**src/rtl/tpp_pkg.sv**
```systemverilog
// ----------------------------------------------------------------------------
// tpp_pkg
// Shared types and constants for the thermal and power protection unit.
// ----------------------------------------------------------------------------
package tpp_pkg;

    // configuration port
    localparam int CFG_ADDR_W = 3;
    localparam int CFG_DATA_W = 24;

    localparam logic [CFG_ADDR_W-1:0] REG_CTRL       = 3'd0;
    localparam logic [CFG_ADDR_W-1:0] REG_FAN_START  = 3'd1;
    localparam logic [CFG_ADDR_W-1:0] REG_FAN_FULL   = 3'd2;
    localparam logic [CFG_ADDR_W-1:0] REG_TEMP_LIMIT = 3'd3;
    localparam logic [CFG_ADDR_W-1:0] REG_PWR_LIMIT  = 3'd4;
    localparam logic [CFG_ADDR_W-1:0] REG_BEEP_DUR   = 3'd5;
    localparam logic [CFG_ADDR_W-1:0] REG_BEEP_CNT   = 3'd6;
    localparam logic [CFG_ADDR_W-1:0] REG_INTERVAL   = 3'd7;

    // control flag bit positions
    localparam int FLAG_FAN   = 0;
    localparam int FLAG_SHDN  = 1;
    localparam int FLAG_ALERT = 2;
    localparam int FLAG_BUZZ  = 3;
    localparam int FLAG_TACH  = 4;

    // register reset values
    localparam logic [4:0]  RST_CTRL       = 5'd0;
    localparam logic [15:0] RST_FAN_START  = 16'd3840;
    localparam logic [15:0] RST_FAN_FULL   = 16'd6400;
    localparam logic [14:0] RST_TEMP_LIMIT = 15'd10880;
    localparam logic [23:0] RST_PWR_LIMIT  = 24'd25000;
    localparam logic [15:0] RST_BEEP_DUR   = 16'd500;
    localparam logic [7:0]  RST_BEEP_CNT   = 8'd3;
    localparam logic [15:0] RST_INTERVAL   = 16'd1000;

    // shutdown reason codes
    localparam logic [1:0] RSN_NONE  = 2'd0;
    localparam logic [1:0] RSN_ALERT = 2'd1;
    localparam logic [1:0] RSN_LIMIT = 2'd2;

    // arithmetic constants
    localparam logic [7:0]  DUTY_FULL  = 8'd255;
    localparam logic [6:0]  PCT_FULL   = 7'd100;
    localparam logic [15:0] RPM_SCALE  = 16'd60000;
    localparam logic [15:0] TICK_MAX   = 16'hFFFF;
    localparam logic [7:0]  BEEPS_MAX  = 8'hFF;

    // shared divider
    localparam int DIV_W = 32;
    localparam int CNT_W = $clog2(DIV_W);
    localparam logic [CNT_W-1:0] DIV_LAST = CNT_W'(DIV_W - 1);

    typedef enum logic [2:0] {
        ST_IDLE,
        ST_PRE,
        ST_DUTY_WAIT,
        ST_RPM_MUL,
        ST_RPM_DIV,
        ST_RPM_WAIT,
        ST_FINISH,
        ST_OUT
    } tpp_state_t;

endpackage

```
**src/rtl/thermal_power_protection_unit.sv**
```systemverilog
// ----------------------------------------------------------------------------
// thermal_power_protection_unit
// Fan control, tach RPM, shutdown latch and beep sequencer, one transfer per
// millisecond tick.
// ----------------------------------------------------------------------------
//  channel  | direction | signals                         | content
//  ---------+-----------+---------------------------------+--------------------
//  s_       | in        | s_tvalid s_tready s_tdata s_tuser | one tick
//  m_       | out       | m_tvalid m_tready m_tdata       | one status word/tick
//  cfg_     | in        | cfg_wr_en cfg_addr cfg_wdata    | register writes
//
// A tick without a sample goes from ST_PRE straight to ST_OUT; a sample tick
// also passes the fan, RPM and finish states. The shared divider serves the
// fan duty (only when the temperature lies strictly inside the fan ramp) and
// the RPM (only when a tach is present). s_tready is high only in idle. The
// result sits in an output register, so the next tick is taken while it
// waits on m_tready. aresetn is synchronous; it clears all status and loads
// defaults.
// ----------------------------------------------------------------------------
module thermal_power_protection_unit #(
    parameter int PULSES_PER_REV = 2
) (
    input  logic                           aclk,
    input  logic                           aresetn,
    // tick input
    input  logic                           s_tvalid,
    output logic                           s_tready,
    // [15:0] temperature, [39:16] power_mw, [40] alert_low,
    // [56:41] tach_pulses, [57] clear_request
    input  logic [63:0]                    s_tdata,
    // [0] sample_valid
    input  logic                           s_tuser,
    // status output
    output logic                           m_tvalid,
    input  logic                           m_tready,
    // [7:0] fan_duty, [14:8] fan_percent, [30:15] fan_rpm,
    // [31] shutdown_latched, [33:32] shutdown_reason, [34] force_off,
    // [35] buzzer_on, [51:36] captured_temperature, [75:52] captured_power_mw
    output logic [79:0]                    m_tdata,
    // configuration writes
    input  logic                           cfg_wr_en,
    input  logic [tpp_pkg::CFG_ADDR_W-1:0] cfg_addr,
    input  logic [tpp_pkg::CFG_DATA_W-1:0] cfg_wdata
);
    import tpp_pkg::*;

    // ---------------- configuration registers ----------------
    logic [4:0]         flags_reg;
    logic signed [15:0] fan_start_reg;
    logic signed [15:0] fan_full_reg;
    logic [14:0]        temp_limit_reg;
    logic [23:0]        pwr_limit_reg;
    logic [15:0]        beep_dur_reg;
    logic [7:0]         beep_cnt_reg;
    logic [15:0]        interval_reg;

    always_ff @(posedge aclk) begin
        if (!aresetn) begin
            flags_reg      <= RST_CTRL;
            fan_start_reg  <= RST_FAN_START;
            fan_full_reg   <= RST_FAN_FULL;
            temp_limit_reg <= RST_TEMP_LIMIT;
            pwr_limit_reg  <= RST_PWR_LIMIT;
            beep_dur_reg   <= RST_BEEP_DUR;
            beep_cnt_reg   <= RST_BEEP_CNT;
            interval_reg   <= RST_INTERVAL;
        end else if (cfg_wr_en) begin
            case (cfg_addr)
                REG_CTRL:       flags_reg      <= cfg_wdata[4:0];
                REG_FAN_START:  fan_start_reg  <= cfg_wdata[15:0];
                REG_FAN_FULL:   fan_full_reg   <= cfg_wdata[15:0];
                REG_TEMP_LIMIT: temp_limit_reg <= cfg_wdata[14:0];
                REG_PWR_LIMIT:  pwr_limit_reg  <= cfg_wdata[23:0];
                REG_BEEP_DUR:   beep_dur_reg   <= cfg_wdata[15:0];
                REG_BEEP_CNT:   beep_cnt_reg   <= cfg_wdata[7:0];
                REG_INTERVAL:   interval_reg   <= cfg_wdata[15:0];
                default: ;
            endcase
        end
    end

    logic fan_en, shdn_en, alert_en, buzz_en, tach_en;
    assign fan_en   = flags_reg[FLAG_FAN];
    assign shdn_en  = flags_reg[FLAG_SHDN];
    assign alert_en = flags_reg[FLAG_ALERT];
    assign buzz_en  = flags_reg[FLAG_BUZZ];
    assign tach_en  = flags_reg[FLAG_TACH];

    // ---------------- state ----------------
    tpp_state_t state_reg, state_next;

    // captured tick
    logic               in_valid_reg, in_valid_next;
    logic signed [15:0] in_temp_reg, in_temp_next;
    logic [23:0]        in_power_reg, in_power_next;
    logic               in_alert_reg, in_alert_next;
    logic [15:0]        in_tach_reg, in_tach_next;
    logic               in_clear_reg, in_clear_next;

    // status
    logic [7:0]         duty_reg, duty_next;
    logic [6:0]         pct_reg, pct_next;
    logic [15:0]        rpm_reg, rpm_next;
    logic               latched_reg, latched_next;
    logic [1:0]         reason_reg, reason_next;
    logic [15:0]        held_temp_reg, held_temp_next;
    logic [23:0]        held_power_reg, held_power_next;
    logic               force_reg, force_next;

    // beep sequencer
    logic               bp_active_reg, bp_active_next;
    logic               bp_pause_reg, bp_pause_next;
    logic [7:0]         beeps_reg, beeps_next;
    logic [15:0]        ticks_reg, ticks_next;

    // RPM operands
    logic [DIV_W-1:0]   rpm_num_reg, rpm_num_next;
    logic [DIV_W-1:0]   rpm_den_reg, rpm_den_next;

    // output register
    logic               m_valid_reg, m_valid_next;
    logic [79:0]        m_data_reg, m_data_next;

    // divider
    logic               div_start;
    logic [DIV_W-1:0]   div_dividend;
    logic [DIV_W-1:0]   div_divisor;
    logic               div_done;
    logic [DIV_W-1:0]   div_quotient;

    tpp_div u_div (
        .aclk     (aclk),
        .aresetn  (aresetn),
        .start    (div_start),
        .dividend (div_dividend),
        .divisor  (div_divisor),
        .done     (div_done),
        .quotient (div_quotient)
    );

    // ---------------- combinational helpers ----------------
    logic signed [16:0] temp_diff;    // T - start
    logic signed [16:0] ramp_span;    // full - start
    logic [23:0]        duty_num;
    logic               limits_on;
    logic [1:0]         why;
    logic               latched_clr;
    logic [15:0]        tick_inc;
    logic [7:0]         beep_inc;
    logic [14:0]        pct_x;
    logic [15:0]        pct_q;
    logic [15:0]        iv_eff;

    assign temp_diff = {in_temp_reg[15], in_temp_reg} - {fan_start_reg[15], fan_start_reg};
    assign ramp_span = {fan_full_reg[15], fan_full_reg} - {fan_start_reg[15], fan_start_reg};
    assign duty_num  = 24'(temp_diff[15:0]) * 24'(DUTY_FULL);

    assign limits_on = (temp_limit_reg != '0) || (pwr_limit_reg != '0);

    always_comb begin
        why = RSN_NONE;
        if (shdn_en) begin
            if (alert_en && limits_on && in_alert_reg)
                why = RSN_ALERT;
            else if (temp_limit_reg != '0 &&
                     in_temp_reg >= $signed({1'b0, temp_limit_reg}))
                why = RSN_LIMIT;
            else if (pwr_limit_reg != '0 && in_power_reg >= pwr_limit_reg)
                why = RSN_LIMIT;
        end
    end

    assign latched_clr = in_clear_reg ? 1'b0 : latched_reg;
    assign tick_inc    = (ticks_reg != TICK_MAX) ? ticks_reg + 16'd1 : ticks_reg;
    assign beep_inc    = (beeps_reg != BEEPS_MAX) ? beeps_reg + 8'd1 : beeps_reg;

    // floor(x / 255) for the 15-bit x = duty * 100
    assign pct_x = 15'(duty_reg) * 15'(PCT_FULL);
    assign pct_q = 16'(pct_x) + 16'd1 + 16'(pct_x >> 8);

    assign iv_eff = (interval_reg != '0) ? interval_reg : 16'd1;

    // ---------------- sequencer ----------------
    always_comb begin
        state_next      = state_reg;
        in_valid_next   = in_valid_reg;
        in_temp_next    = in_temp_reg;
        in_power_next   = in_power_reg;
        in_alert_next   = in_alert_reg;
        in_tach_next    = in_tach_reg;
        in_clear_next   = in_clear_reg;
        duty_next       = duty_reg;
        pct_next        = pct_reg;
        rpm_next        = rpm_reg;
        latched_next    = latched_reg;
        reason_next     = reason_reg;
        held_temp_next  = held_temp_reg;
        held_power_next = held_power_reg;
        force_next      = force_reg;
        bp_active_next  = bp_active_reg;
        bp_pause_next   = bp_pause_reg;
        beeps_next      = beeps_reg;
        ticks_next      = ticks_reg;
        rpm_num_next    = rpm_num_reg;
        rpm_den_next    = rpm_den_reg;
        m_data_next     = m_data_reg;
        div_start       = 1'b0;
        div_dividend    = DIV_W'(duty_num);
        div_divisor     = DIV_W'(ramp_span[15:0]);

        // result leaves when taken
        m_valid_next = m_valid_reg && !m_tready;

        case (state_reg)
            ST_IDLE: begin
                if (s_tvalid) begin
                    in_valid_next = s_tuser;
                    in_temp_next  = s_tdata[15:0];
                    in_power_next = s_tdata[39:16];
                    in_alert_next = s_tdata[40];
                    in_tach_next  = s_tdata[56:41];
                    in_clear_next = s_tdata[57];
                    state_next    = ST_PRE;
                end
            end

            ST_PRE: begin
                // clear request empties the latch, sequencer keeps going
                if (in_clear_reg) begin
                    latched_next    = 1'b0;
                    reason_next     = RSN_NONE;
                    held_temp_next  = '0;
                    held_power_next = '0;
                end

                // beep/pause step
                if (bp_active_reg && buzz_en) begin
                    ticks_next = tick_inc;
                    if (tick_inc >= beep_dur_reg) begin
                        ticks_next = '0;
                        if (!bp_pause_reg) begin
                            beeps_next = beep_inc;
                            if (beep_inc >= beep_cnt_reg) begin
                                bp_active_next = 1'b0;
                                bp_pause_next  = 1'b0;
                            end else begin
                                bp_pause_next = 1'b1;
                            end
                        end else begin
                            bp_pause_next = 1'b0;
                        end
                    end
                end

                force_next = 1'b0;
                if (!in_valid_reg) begin
                    state_next = ST_OUT;
                end else begin
                    // shutdown check; first trigger captures and, with the buzzer on, starts beeps
                    force_next = (why != RSN_NONE);
                    if (why != RSN_NONE && !latched_clr) begin
                        latched_next    = 1'b1;
                        reason_next     = why;
                        held_temp_next  = in_temp_reg;
                        held_power_next = in_power_reg;
                        if (buzz_en && beep_cnt_reg != '0) begin
                            bp_active_next = 1'b1;
                            bp_pause_next  = 1'b0;
                            beeps_next     = '0;
                            ticks_next     = '0;
                        end
                    end

                    // fan ramp
                    state_next = ST_RPM_MUL;
                    if (!fan_en) begin
                        duty_next = '0;
                    end else if (in_temp_reg <= fan_start_reg) begin
                        duty_next = '0;
                    end else if (in_temp_reg >= fan_full_reg) begin
                        duty_next = DUTY_FULL;
                    end else begin
                        div_start  = 1'b1;
                        state_next = ST_DUTY_WAIT;
                    end
                end
            end

            ST_DUTY_WAIT: begin
                // quotient stays below 255 inside the ramp
                if (div_done) begin
                    duty_next  = div_quotient[7:0];
                    state_next = ST_RPM_MUL;
                end
            end

            ST_RPM_MUL: begin
                if (tach_en) begin
                    rpm_num_next = DIV_W'(in_tach_reg) * DIV_W'(RPM_SCALE);
                    rpm_den_next = DIV_W'(iv_eff) * DIV_W'(PULSES_PER_REV);
                    state_next   = ST_RPM_DIV;
                end else begin
                    state_next = ST_FINISH;
                end
            end

            ST_RPM_DIV: begin
                div_start    = 1'b1;
                div_dividend = rpm_num_reg;
                div_divisor  = rpm_den_reg;
                state_next   = ST_RPM_WAIT;
            end

            ST_RPM_WAIT: begin
                if (div_done) begin
                    rpm_next   = (div_quotient[DIV_W-1:16] != '0) ? TICK_MAX
                                                                  : div_quotient[15:0];
                    state_next = ST_FINISH;
                end
            end

            ST_FINISH: begin
                // critical condition forces full fan
                if (force_reg && fan_en) begin
                    duty_next = DUTY_FULL;
                    pct_next  = PCT_FULL;
                end else begin
                    pct_next = pct_q[14:8];
                end
                state_next = ST_OUT;
            end

            ST_OUT: begin
                if (!m_valid_reg || m_tready) begin
                    m_valid_next = 1'b1;
                    m_data_next  = {4'b0, held_power_reg, held_temp_reg,
                                    bp_active_reg && !bp_pause_reg, force_reg,
                                    reason_reg, latched_reg, rpm_reg, pct_reg,
                                    duty_reg};
                    state_next   = ST_IDLE;
                end
            end

            default: state_next = ST_IDLE;
        endcase
    end

    always_ff @(posedge aclk) begin
        if (!aresetn) begin
            state_reg      <= ST_IDLE;
            duty_reg       <= '0;
            pct_reg        <= '0;
            rpm_reg        <= '0;
            latched_reg    <= 1'b0;
            reason_reg     <= RSN_NONE;
            held_temp_reg  <= '0;
            held_power_reg <= '0;
            force_reg      <= 1'b0;
            bp_active_reg  <= 1'b0;
            bp_pause_reg   <= 1'b0;
            beeps_reg      <= '0;
            ticks_reg      <= '0;
            m_valid_reg    <= 1'b0;
        end else begin
            state_reg      <= state_next;
            duty_reg       <= duty_next;
            pct_reg        <= pct_next;
            rpm_reg        <= rpm_next;
            latched_reg    <= latched_next;
            reason_reg     <= reason_next;
            held_temp_reg  <= held_temp_next;
            held_power_reg <= held_power_next;
            force_reg      <= force_next;
            bp_active_reg  <= bp_active_next;
            bp_pause_reg   <= bp_pause_next;
            beeps_reg      <= beeps_next;
            ticks_reg      <= ticks_next;
            m_valid_reg    <= m_valid_next;
        end
        in_valid_reg <= in_valid_next;
        in_temp_reg  <= in_temp_next;
        in_power_reg <= in_power_next;
        in_alert_reg <= in_alert_next;
        in_tach_reg  <= in_tach_next;
        in_clear_reg <= in_clear_next;
        rpm_num_reg  <= rpm_num_next;
        rpm_den_reg  <= rpm_den_next;
        m_data_reg   <= m_data_next;
    end

    assign s_tready = (state_reg == ST_IDLE);
    assign m_tvalid = m_valid_reg;
    assign m_tdata  = m_data_reg;

endmodule

```
**src/rtl/tpp_div.sv**
```systemverilog
// ----------------------------------------------------------------------------
// tpp_div
// Restoring unsigned divider, one quotient bit per cycle.
// ----------------------------------------------------------------------------
module tpp_div (
    input  logic                     aclk,
    input  logic                     aresetn,
    input  logic                     start,
    input  logic [tpp_pkg::DIV_W-1:0] dividend,
    input  logic [tpp_pkg::DIV_W-1:0] divisor,
    output logic                     done,
    output logic [tpp_pkg::DIV_W-1:0] quotient
);
    import tpp_pkg::*;

    logic             busy_reg, busy_next;
    logic             done_reg, done_next;
    logic [CNT_W-1:0] cnt_reg, cnt_next;
    logic [DIV_W-1:0] quo_reg, quo_next;
    logic [DIV_W-1:0] rem_reg, rem_next;
    logic [DIV_W-1:0] dvs_reg, dvs_next;
    logic [DIV_W:0]   shifted;
    logic [DIV_W:0]   trial;

    assign shifted = {rem_reg, quo_reg[DIV_W-1]};
    assign trial   = shifted - {1'b0, dvs_reg};

    always_comb begin
        busy_next = busy_reg;
        done_next = 1'b0;
        cnt_next  = cnt_reg;
        quo_next  = quo_reg;
        rem_next  = rem_reg;
        dvs_next  = dvs_reg;
        if (start) begin
            busy_next = 1'b1;
            cnt_next  = '0;
            quo_next  = dividend;
            rem_next  = '0;
            dvs_next  = divisor;
        end else if (busy_reg) begin
            // borrow clear: divisor fits, keep the difference
            if (!trial[DIV_W]) begin
                rem_next = trial[DIV_W-1:0];
                quo_next = {quo_reg[DIV_W-2:0], 1'b1};
            end else begin
                rem_next = shifted[DIV_W-1:0];
                quo_next = {quo_reg[DIV_W-2:0], 1'b0};
            end
            cnt_next = cnt_reg + 1'b1;
            if (cnt_reg == DIV_LAST) begin
                busy_next = 1'b0;
                done_next = 1'b1;
            end
        end
    end

    always_ff @(posedge aclk) begin
        if (!aresetn) begin
            busy_reg <= 1'b0;
            done_reg <= 1'b0;
            cnt_reg  <= '0;
        end else begin
            busy_reg <= busy_next;
            done_reg <= done_next;
            cnt_reg  <= cnt_next;
        end
        quo_reg <= quo_next;
        rem_reg <= rem_next;
        dvs_reg <= dvs_next;
    end

    assign done     = done_reg;
    assign quotient = quo_reg;

endmodule

```
**config.mk**
```make
export PLATFORM = sky130hd
export DESIGN_NAME = thermal_power_protection_unit
export DESIGN_NICKNAME = d
export VERILOG_FILES = /design/src/rtl/tpp_pkg.sv /design/src/rtl/thermal_power_protection_unit.sv /design/src/rtl/tpp_div.sv
export SDC_FILE = /design/constraint.sdc
export NUM_CORES = 1
export LEC_CHECK = 0
export ABC_AREA = 1
export BUFFER_PORTS_ARGS = -buffer_cell sky130_fd_sc_hd__buf_2
export CAP_MARGIN = 20
export CORE_MARGIN = 4
export CORE_UTILIZATION = 55
export DETAILED_ROUTE_END_ITERATION = 10
export HOLD_SLACK_MARGIN = 0.03
export PLACE_DENSITY = 0.81
export RECOVER_POWER = 50
export SYNTH_ARGS = -nofsm -noshare
export SYNTH_HDL_FRONTEND = slang
export SYNTH_SLANG_ARGS = --single-unit
```
**constraint.sdc**
```tcl
create_clock -name aclk -period 8.6 [get_ports aclk]
set_input_delay 0.43 -clock aclk [delete_from_list [all_inputs] [get_ports aclk]]
set_output_delay 0.43 -clock aclk [all_outputs]
set_load 0.01 [all_outputs]
```
==> impl_metrics.env <==
export IMPL_die_h_um=248
export IMPL_tightest_slew_ns=4.03
export IMPL_synthArstFlopShare=0
export IMPL_fmax_mhz=146
export IMPL_end_kind="flip-flop"
export IMPL_clk_latency_ns=0.63
export IMPL_clk_pin_slew_worst_paths_ns=0.06
export IMPL_cts_resized=0
export IMPL_relSlewSlack=-1.69
export IMPL_crit_fanout=7
export IMPL_grt_ovfl_total=0
export IMPL_drive_gt1_frac=0.0553
export IMPL_place_ws_ns=1.83
export IMPL_yosysSeqAreaShare=0.379
export IMPL_cts_made_buffers=53
export IMPL_initial_core_util=0.559
export IMPL_skew_ns=0.0397
export IMPL_rsz0062_at_grt="no"
export IMPL_grt_pass1_wl_um=127000
export IMPL_ios=179
export IMPL_max_cap_violations=4
export IMPL_hold_viol=0
export IMPL_grt_start_max_net_pins=90
export IMPL_syn_cell_area_mm2=0.0317
export IMPL_timing_final_crit_share=0.796
export IMPL_numClockSinks=487
export IMPL_areaGrowthSynthToFinish_pct=11.4
export IMPL_drc=0
export IMPL_crit_type="reg -> reg"
export IMPL_die_area_mm2=0.0616
export IMPL_nets=4500
export IMPL_status="finished, violations left"
export IMPL_setup_viol=0
export IMPL_postRouteAntennaNets=0
export IMPL_post_drt_via_cell_ratio=5.50
export IMPL_synthFlopType="dfxtp_1"
export IMPL_cts_tree="yes"
export IMPL_syn_avg_cell_area_um2=8.31
export IMPL_clock_path_buffers=3
export IMPL_synth_edff_count=227
export IMPL_clockRootBuffer="clkbuf_16"
export IMPL_drt_initial_drc_count=2345
export IMPL_final_cell_mix="nand2_1 (792), inv_1 (568), a21oi_1 (336)"
export IMPL_required_ns=8.95
export IMPL_grt_pass1_vias=25073
export IMPL_grtUsageTotal=0.254
export IMPL_hpwl_um=56200
export IMPL_antenna_found_initial=3
export IMPL_largest_reg_flops=76
export IMPL_critPathLaunchType="flip-flop"
export IMPL_final_common_cell="nand2_1"
export IMPL_cts_max_level=2
export IMPL_slew_viol_final=270
export IMPL_ys_types=63
export IMPL_arrival_ns=7.20
export IMPL_core_area_mm2=0.0567
export IMPL_ys_warn_count=0
export IMPL_drt_total_wl_um=79700
export IMPL_hold_class="in -> reg"
export IMPL_first_pass_iters=8
export IMPL_port_buffers=168
export IMPL_failed_checks="max-capacitance violations, max-slew violations"
export IMPL_gp_congestion=0.965
export IMPL_rows=87
export IMPL_wl_per_cell_um=16.6
export IMPL_utilization=0.623
export IMPL_via_count=26347
export IMPL_period_needed_ns=6.84
export IMPL_setup_tns_ns=0
export IMPL_dieWidth_um=248
export IMPL_setup_slack_ns=1.76
export IMPL_synth_seq_cells=487
export IMPL_syn_inst=3815
==> cell usage after synthesis, types with 33 or more instances <==
cell type  number  area (um^2)
xor2_1         97          850
inv_1         570         2140
clkbuf_1       96          360
ha_1          301         3770
dfxtp_1       260         5200
edfxtp_1      227         6820
fa_1          116         2320
nand4_1        49          307
xnor2_1        33          289
nor3_1         35          175
nand3_1       206         1030
nand2_1       793         2980
nor2_1        222          833
a21oi_1       337         1690
o211ai_1       34          255
o21ai_0       251         1260
==> per-layer routing <==
metal  part of all wire  up-vias  global-route usage
met1               0.42    12287               0.343
met3              0.075      179              0.0398
met5            0.00015        -                   0
met4              0.027        2              0.0759
met2               0.48      975               0.426
li1                   -    12904                   -
==> per-stage QoR <==
stage,std cells,cell area (um^2),hold slack [ns]
global route,4788,35300,0.118
detailed placement,4628,33100,0.417
floorplan,3818,31700,0.403
CTS,4787,35500,0.0665
finish,4789,35300,0.0955
global placement,4628,33100,0.411
==> worst max-delay path, cell delays in order (launching register included) <==
cell	delay (ns)
edfxtp_1	0.51
ha_1	0.47
nand2_1	0.11
nor2_1	0.14
nand3_1	0.11
nand3_2	0.14
nand2_1	0.08
o2bb2ai_2	0.16
o21ai_0	0.26
xor2_1	0.45
inv_1	0.23
fa_1	0.57
inv_1	0.07
ha_1	0.32
fa_1	0.53
inv_1	0.05
fa_1	0.52
inv_1	0.04
ha_1	0.38
a21oi_1	0.25
o21bai_1	0.11
a221oi_1	0.29
nand3_1	0.18
or2_2	0.31
nand3_1	0.08
nand2_1	0.08
nand2_1	0.06
nand2_1	0.06
==> layout make-up <==
type | instances | area [um^2]
multi-input cells | 2620 | 17000
fillers | 4643 | 21400
clock buffers | 66 | 1390
flip-flops and latches | 487 | 12000
repair buffers | 246 | 1450
well taps | 756 | 946
inverters | 578 | 2170
diodes | 2 | 5.00
clock inverters | 34 | 414
==> cell families (layout without fill, tap and decap cells) <==
kind of cell               after synthesis  in the layout  share of synthesized area
and+or+nand+nor                       1349           1349                      0.178
DFF                                    487            487                      0.379
other                                    1              6                   0.000118
AOI/OAI and AO/OA                      714            714                      0.124
adders and majority gates              417            417                      0.192
buffers and inverters                  711            924                     0.0875
xor gates and xnor gates               134            134                     0.0387
muxes                                    2              2                   0.000631
==> repair_timing <==
action,in CTS,in global routing
hold buffers,59,0
endpoints found under the hold margin,59,0
buffers inserted,0,0
==> worst paths after layout <==
kind	startpoint	end	slack, ns	cells after the start
worst max register to register	in_temp_reg[8]	u_div.quotient[23]	1.76	27
worst min register to register	interval_reg[12]	rpm_den_reg[13]	0.43	0
worst max-delay path	in_temp_reg[8]	u_div.quotient[23]	1.76	27
worst min-delay path	cfg_wdata[20]	pwr_limit_reg[20]	0.1	3
Power is not shown: default switching activity piles up to over one toggle a cycle in this logic, so the estimate is an artifact.
